`config.mk`:
```
export PLATFORM = sky130hd
export DESIGN_NAME = flow_sensor_frame_decoder
export DESIGN_NICKNAME = d
export VERILOG_FILES = /design/src/hdl/fsfd_pkg.sv /design/src/hdl/fsfd_frame_parser.sv /design/src/hdl/fsfd_scaler.sv /design/src/hdl/flow_sensor_frame_decoder.sv
export SDC_FILE = /design/constraint.sdc
export NUM_CORES = 1
export LEC_CHECK = 0
export BUFFER_PORTS_ARGS = -buffer_cell sky130_fd_sc_hd__buf_2
export CAP_MARGIN = 20
export CORE_UTILIZATION = 45
export CTS_CLUSTER_DIAMETER = 100
export DETAILED_ROUTE_END_ITERATION = 10
export HOLD_SLACK_MARGIN = 0.12
export PLACE_DENSITY = 0.65
export SLEW_MARGIN = 30
export SYNTH_ARGS = -nofsm -noshare
export SYNTH_HDL_FRONTEND = slang
export SYNTH_SLANG_ARGS = --single-unit
```
`constraint.sdc`:
```
create_clock -name clk -period 7 [get_ports clk]
set_input_delay 0.7 -clock clk [delete_from_list [all_inputs] [get_ports clk]]
set_output_delay 0.7 -clock clk [all_outputs]
set_load 0.05 [all_outputs]
```
`src/hdl/fsfd_pkg.sv`:
```
// Shared types, constants and the CRC-8 byte function for the frame decoder.
package fsfd_pkg;

  // Frame layout and checksum
  localparam int          WORDS_PER_FRAME_DEF = 3;
  localparam logic [7:0]  CRC_INIT = 8'hFF;
  localparam logic [7:0]  CRC_POLY = 8'h31;

  // Result status codes
  localparam logic [1:0]  STATUS_OK      = 2'd0;
  localparam logic [1:0]  STATUS_BUS_ERR = 2'd1;
  localparam logic [1:0]  STATUS_CRC_ERR = 2'd2;

  // Configuration port
  localparam int          CFG_DATA_W = 16;
  localparam int          CFG_IDX_W  = 2;
  localparam logic [CFG_IDX_W-1:0] REG_FLOW_SCALE    = 2'd0;
  localparam logic [CFG_IDX_W-1:0] REG_TEMP_SCALE    = 2'd1;
  localparam logic [CFG_IDX_W-1:0] REG_AIR_FLAG_MASK = 2'd2;

  localparam logic [15:0] FLOW_SCALE_RST    = 16'd2000;
  localparam logic [7:0]  TEMP_SCALE_RST    = 8'd5;
  localparam logic [15:0] AIR_FLAG_MASK_RST = 16'd1;

  // One input item
  typedef struct packed {
    logic [7:0] byte_value;
    logic       bus_error;
  } byte_item_t;

  // One result item
  typedef struct packed {
    logic [1:0]         status;
    logic signed [31:0] flow_nl_per_min;
    logic signed [23:0] temp_millic;
    logic [15:0]        flag_word;
    logic               air_detected;
  } result_item_t;

  // Decoded frame waiting for scaling; words are zero on error
  typedef struct packed {
    logic [1:0]  status;
    logic [15:0] flow_word;
    logic [15:0] temp_word;
    logic [15:0] flag_word;
  } frame_words_t;

  // Configuration register set
  typedef struct packed {
    logic [15:0] flow_scale;
    logic [7:0]  temp_scale;
    logic [15:0] air_flag_mask;
  } cfg_regs_t;

  // CRC-8, MSB first, one byte folded in
  function automatic logic [7:0] crc8_byte(input logic [7:0] crc, input logic [7:0] b);
    logic [7:0] c;
    c = crc ^ b;
    for (int k = 0; k < 8; k++) begin
      c = c[7] ? ((c << 1) ^ CRC_POLY) : (c << 1);
    end
    return c;
  endfunction

endpackage

```
`src/hdl/fsfd_frame_parser.sv`:
```
// Frame parser: byte position tracking, CRC checking and word capture.
module fsfd_frame_parser
  import fsfd_pkg::*;
#(
  parameter int WORDS_PER_FRAME = WORDS_PER_FRAME_DEF
) (
  input  logic         clk,
  input  logic         rst,
  input  logic         byte_valid,
  output logic         byte_stall,
  input  byte_item_t   byte_item,
  input  logic         advance,
  output logic         pend_valid,
  output frame_words_t pend
);

  localparam int WIDX_W = (WORDS_PER_FRAME > 1) ? $clog2(WORDS_PER_FRAME) : 1;
  localparam logic [WIDX_W-1:0] LAST_WORD = WIDX_W'(WORDS_PER_FRAME - 1);

  localparam logic [1:0] PH_HIGH = 2'd0;
  localparam logic [1:0] PH_LOW  = 2'd1;
  localparam logic [1:0] PH_CRC  = 2'd2;

  logic [1:0]        phase;
  logic [WIDX_W-1:0] word_idx;
  logic [7:0]        running_crc;
  logic [7:0]        high_byte;
  logic [15:0]       flow_word;
  logic [15:0]       temp_word;
  logic [15:0]       flag_reg;
  logic              crc_failed;

  logic         accept;
  logic [7:0]   crc_step;
  logic [15:0]  word_in;
  logic         frame_end;
  logic         crc_fail_now;
  frame_words_t pend_next;

  // Hold off new bytes only while a finished frame cannot move on
  assign byte_stall = pend_valid && !advance;
  assign accept     = byte_valid && !byte_stall;

  assign crc_step     = crc8_byte((phase == PH_HIGH) ? CRC_INIT : running_crc,
                                  byte_item.byte_value);
  assign word_in      = {high_byte, byte_item.byte_value};
  assign frame_end    = (phase == PH_CRC) && (word_idx == LAST_WORD);
  assign crc_fail_now = crc_failed || (running_crc != byte_item.byte_value);

  // Frame state
  always_ff @(posedge clk) begin
    if (rst) begin
      phase       <= PH_HIGH;
      word_idx    <= '0;
      running_crc <= CRC_INIT;
      crc_failed  <= 1'b0;
      high_byte   <= '0;
      flow_word   <= '0;
      temp_word   <= '0;
      flag_reg    <= '0;
    end else if (accept) begin
      if (byte_item.bus_error) begin
        phase       <= PH_HIGH;
        word_idx    <= '0;
        running_crc <= CRC_INIT;
        crc_failed  <= 1'b0;
      end else begin
        case (phase)
          PH_HIGH: begin
            running_crc <= crc_step;
            high_byte   <= byte_item.byte_value;
            phase       <= PH_LOW;
          end
          PH_LOW: begin
            running_crc <= crc_step;
            if (word_idx == '0) flow_word <= word_in;
            if ((WORDS_PER_FRAME > 1) && (word_idx == WIDX_W'(1))) temp_word <= word_in;
            if ((WORDS_PER_FRAME > 2) && (word_idx == WIDX_W'(2))) flag_reg <= word_in;
            phase <= PH_CRC;
          end
          default: begin
            phase <= PH_HIGH;
            if (frame_end) begin
              word_idx    <= '0;
              running_crc <= CRC_INIT;
              crc_failed  <= 1'b0;
            end else begin
              word_idx   <= word_idx + 1'b1;
              crc_failed <= crc_fail_now;
            end
          end
        endcase
      end
    end
  end

  // Finished-frame register
  always_ff @(posedge clk) begin
    if (rst) begin
      pend_valid <= 1'b0;
    end else if (advance || !pend_valid) begin
      pend_valid <= accept && (byte_item.bus_error || frame_end);
    end
  end

  // Finished-frame contents: words only when every word checked out
  always_comb begin
    pend_next = '0;
    if (byte_item.bus_error) begin
      pend_next.status = STATUS_BUS_ERR;
    end else if (crc_fail_now) begin
      pend_next.status = STATUS_CRC_ERR;
    end else begin
      pend_next.status    = STATUS_OK;
      pend_next.flow_word = flow_word;
      pend_next.temp_word = (WORDS_PER_FRAME > 1) ? temp_word : 16'd0;
      pend_next.flag_word = (WORDS_PER_FRAME > 2) ? flag_reg : 16'd0;
    end
  end

  always_ff @(posedge clk) begin
    if (advance || !pend_valid) begin
      pend <= pend_next;
    end
  end

endmodule

```
`src/hdl/fsfd_scaler.sv`:
```
// Scaler: applies flow and temperature scales and the air mask into the result register.
module fsfd_scaler
  import fsfd_pkg::*;
(
  input  logic         clk,
  input  logic         rst,
  input  logic         advance,
  input  logic         pend_valid,
  input  frame_words_t pend,
  input  cfg_regs_t    cfg,
  output logic         result_valid,
  output result_item_t result_item
);

  logic signed [32:0] flow_prod;
  logic signed [24:0] temp_prod;

  // Signed word times unsigned scale
  assign flow_prod = $signed(pend.flow_word) * $signed({1'b0, cfg.flow_scale});
  assign temp_prod = $signed(pend.temp_word) * $signed({1'b0, cfg.temp_scale});

  always_ff @(posedge clk) begin
    if (rst) begin
      result_valid <= 1'b0;
    end else if (advance) begin
      result_valid <= pend_valid;
    end
  end

  always_ff @(posedge clk) begin
    if (advance) begin
      result_item.status          <= pend.status;
      result_item.flow_nl_per_min <= flow_prod[31:0];
      result_item.temp_millic     <= temp_prod[23:0];
      result_item.flag_word       <= pend.flag_word;
      result_item.air_detected    <= |(pend.flag_word & cfg.air_flag_mask);
    end
  end

endmodule

```
`src/hdl/flow_sensor_frame_decoder.sv`:
```
// Top level of the sensor frame decoder: configuration registers and pipeline wiring.
// Path: once the last byte of a frame (or a bus-error byte) is accepted, the finished
// frame is registered in the frame register and then in the scaler's result register.
// Throughput: one byte per cycle unless byte_stall holds it off; the frame register and
// result register stall together only when a result is held back at the output.
// Reset (synchronous, active high) restarts the frame, empties both stages and
// restores the scale and mask registers to their defaults.
module flow_sensor_frame_decoder
  import fsfd_pkg::*;
#(
  parameter int WORDS_PER_FRAME = WORDS_PER_FRAME_DEF
) (
  input  logic                  clk,
  input  logic                  rst,
  input  logic                  byte_valid,
  output logic                  byte_stall,
  input  byte_item_t            byte_item,
  output logic                  result_valid,
  input  logic                  result_stall,
  output result_item_t          result_item,
  input  logic                  cfg_we,
  input  logic [CFG_IDX_W-1:0]  cfg_index,
  input  logic [CFG_DATA_W-1:0] cfg_data
);

  cfg_regs_t    cfg;
  logic         advance;
  logic         pend_valid;
  frame_words_t pend;

  // Configuration registers
  always_ff @(posedge clk) begin
    if (rst) begin
      cfg.flow_scale    <= FLOW_SCALE_RST;
      cfg.temp_scale    <= TEMP_SCALE_RST;
      cfg.air_flag_mask <= AIR_FLAG_MASK_RST;
    end else if (cfg_we) begin
      case (cfg_index)
        REG_FLOW_SCALE:    cfg.flow_scale    <= cfg_data;
        REG_TEMP_SCALE:    cfg.temp_scale    <= cfg_data[7:0];
        REG_AIR_FLAG_MASK: cfg.air_flag_mask <= cfg_data;
        default: ;
      endcase
    end
  end

  // Pipeline moves whenever the result register is free or being taken
  assign advance = !result_valid || !result_stall;

  fsfd_frame_parser #(
    .WORDS_PER_FRAME(WORDS_PER_FRAME)
  ) u_parser (
    .clk        (clk),
    .rst        (rst),
    .byte_valid (byte_valid),
    .byte_stall (byte_stall),
    .byte_item  (byte_item),
    .advance    (advance),
    .pend_valid (pend_valid),
    .pend       (pend)
  );

  fsfd_scaler u_scaler (
    .clk          (clk),
    .rst          (rst),
    .advance      (advance),
    .pend_valid   (pend_valid),
    .pend         (pend),
    .cfg          (cfg),
    .result_valid (result_valid),
    .result_item  (result_item)
  );

endmodule

```
==> flow_summary.yaml <==
outcome:
  status: "completed"
power:
  irDropWorstVdd_v: 0.000204
  switching_share: 0.254
  power.share.clock: 0.482
  static-leakage-power_uw: 0.0117
  p_switching_uw: 869
  seq_power_share: 0.446
  power_uw: 3420
  p_per_area_nw_per_um2: 142
  internal_power_uw: 2550
  pwr-share-comb: 0.072
drt:
  drc: 0
  antenna_left: 0
  dr.pass1.iters: 5
  drt_iter0_drc: 1048
  wl_per_cell_um: 17.0
  vias_per_cell: 5.24
  vias: 15600
  routed_wl_mm: 50.8
clocking:
  clkTransAtPathRegs_ns: 0.06
  cts_resized: 0
  clock_latency_ns: 0.60
  cts_hold_buffers: 0
  cts_inserted_buffers: 30
  htree_levels: 1
  root_buffer: "clkbuf_16"
  cts_tree: "done"
  post-cts-setup-buffers: 0
  clockBufferDepth: 3
  cts.sinks: 236
floorplanning:
  fp.dieArea_um2: 49500
  initial_core_util: 0.458
  dieWidth_um: 223
  die_height_um: 223
  io_pins: 109
  core_area_um2: 47800
  rows: 80
global_routing:
  overflow: 0
  gr-usage-all-layers: 0.210
  grt_start_max_net_pins: 112
  grt_pass1_vias: 15700
  antenna_found_initial: 8
  grt_pass1_wl_mm: 82.5
sta:
  min_period_ns: 6.53
  rsz0062_at_grt: "no"
  hold_viol: 0
  final.setup.tns_ns: 0
  max_slew_margin: 0.374
  finalSetupViolCount: 0
  finalCritPeriodShare: 0.933
  holdWs_ns: 0.365
  max_freq_mhz: 153
  tightest_slew_ns: 0.915
  slew_violations: 0
  skew_ns: 0.0250
placement:
  place_inst: 2922
  dp_hpwl_mm: 39.1
  finalWeightedCongestion: 0.915
  numPortBuffers: 108
yosys:
  synth-edff-count: 125
  yosysWarnings: 0
  async_flop_share: 0
  synth_area_um2: 21900
  ys.flop_type: "edfxtp_1"
  ys_ff_latch: 236
  synthesis.nets: 2767
  synthCells: 2277
  synth.avg_cell_area_um2: 9.62
  synth.distinct_cells: 76
  yosysSeqAreaShare: 0.273
finish:
  post-route-util: 0.504
  regMostFlops: "u_scaler.result_item"
  fill_cells: 4424
  largest_register_ffs: 75
  top_regs: "u_scaler.result_item x75, u_parser.pend x50, cfg x40"
  final_cell_mix: "inv_1, nand2_1, fa_1"
  nets: 2829
  mostFrequentLayoutCell: "inv_1"
  finalNonFillerCells: 2984
  drive_above_1_share: 0.0851
  area_delta_synth_final_pct: 10.1
min_path:
  hp-class: "in -> reg"
run:
  cap_violations: 0
worst_setup_path:
  required_ns: 7.32
  critPathMaxFanout: 16
  critPathMostFrequentCell: "fa_1"
  r2r_slack_ns: 0.47
  crit_slowest_cell: "edfxtp_1"
  cp_top_family: "adder cells"
  arrival_ns: 6.85
  cp-start-kind: "register"
  crit_chain: "nand2_1 -> fa_1 -> fa_1 -> inv_1 -> fa_1 -> inv_1 -> fa_1 -> inv_1 -> fa_1 -> inv_1 -> fa_1 -> inv_1 -> ha_1 -> and2_1 -> a221o_1 -> o21bai_1 -> a21oi_2 -> mux2i_1 -> or4_1"
  critPathBufInv: 5
  slowest_delay_ns: 0.71
  crit_type: "reg -> reg"
  endpoint_kind: "register"
[synth_stat cells, types with 3 or more instances]
cell type    n  area [um^2]
nand2b_1    18          113
o211ai_1     3         22.5
a221oi_1     7         61.3
a21o_1       9         67.6
xnor2_1     58          508
nor2b_1     10         62.6
a2111oi_0    5         43.8
nand2_1    371         1390
nand3_1     14         70.1
a211oi_1     6         45.0
edfxtp_1   125         3750
nor2_1      69          259
nor3_1      18         90.1
nand3b_1    12         90.1
nand4b_1     3         26.3
a211o_1      3         26.3
nand4_1     14         87.6
dfxtp_1    111         2220
xor2_1      22          193
a31oi_1      4         25.0
o21bai_1     7         52.6
ha_1       164         2050
o21ai_0     21          105
mux2i_1     15          150
o22ai_1      4         25.0
a21oi_1    114          571
o21a_1       3         22.5
and3_1       4         25.0
inv_1      377         1420
or3_1        3         18.8
o32a_1       3         30.0
buf_2        9         45.0
fa_1       294         5890
and2_1     237         1480
a22o_1       4         35.0
clkbuf_1    85          319
[routing by layer]
layer / vias to the layer above / track usage / wire length [um]
met2: 394 / 0.340 / 23900
met1: 7854 / 0.294 / 22600
met4: 4 / 0.0641 / 1420
met5: - / 0 / 27
met3: 86 / 0.0261 / 2840
li1: 7284 / - / -
[worst reg2reg max path: cells and delay by family, from the launching register on]
| family | cells | cell delay (ns) |
|---|---|---|
| flip-flops | 1 | 0.71 |
| multiplexers | 1 | 0.13 |
| AO/OA/AOI/OAI | 3 | 0.81 |
| buffers and inverters | 5 | 0.26 |
| AND/OR/NAND/NOR | 3 | 0.93 |
| adder cells (fa/ha/maj) | 7 | 3.42 |
[through the flow]
step                area (um^2)  worst slack (ns)
CTS                       24100             0.486
finish                    24100             0.469
detailed placement        23000             0.509
global placement          23000             0.634
floorplan                 21900             0.962
global route              24100             0.243
[power by group through the flow]
| stage | clock, uW | sequential (uW) | combinational (uW) |
|---|---|---|---|
| final | 1650 | 1520 | 245 |
| after floorplan | 0 | 1590 | 130 |
| after detailed placement | 0 | 1550 | 243 |
| after global placement | 0 | 1550 | 240 |
| after global routing | 1730 | 1530 | 263 |
| after CTS | 1680 | 1520 | 245 |
[path summary, 6_finish.rpt]
check | from | end | cells past startpoint
worst max register to register | u_parser.pend[33] | u_scaler.result_item[66] | 19
worst min-delay path | cfg_data[14] | cfg[14] | 3
worst max-delay path | u_parser.pend[33] | u_scaler.result_item[66] | 19
worst min register to register | u_parser.pend[49] | u_scaler.result_item[74] | 0
[cell type report]
type / count / area [um^2] / area share
multi-input cells: 1567 / 14200 / 0.588
flip-flops and latches: 236 / 5980 / 0.248
inverters: 378 / 1420 / 0.0589
clock buffers: 44 / 917 / 0.0380
well taps: 615 / 769 / 0.0319
repair buffers: 126 / 682 / 0.0283
clock inverters: 12 / 159 / 0.00659
diodes: 6 / 15.0 / 0.000623
[cells by family after synthesis]
kind of cell / synth area share
simple gates: 0.178
buf+inv: 0.0822
fa+ha+maj: 0.363
flops: 0.273
compound gates: 0.0645
xor+xnor: 0.0330
mux: 0.00686
(Power assumes the default switching activity.)
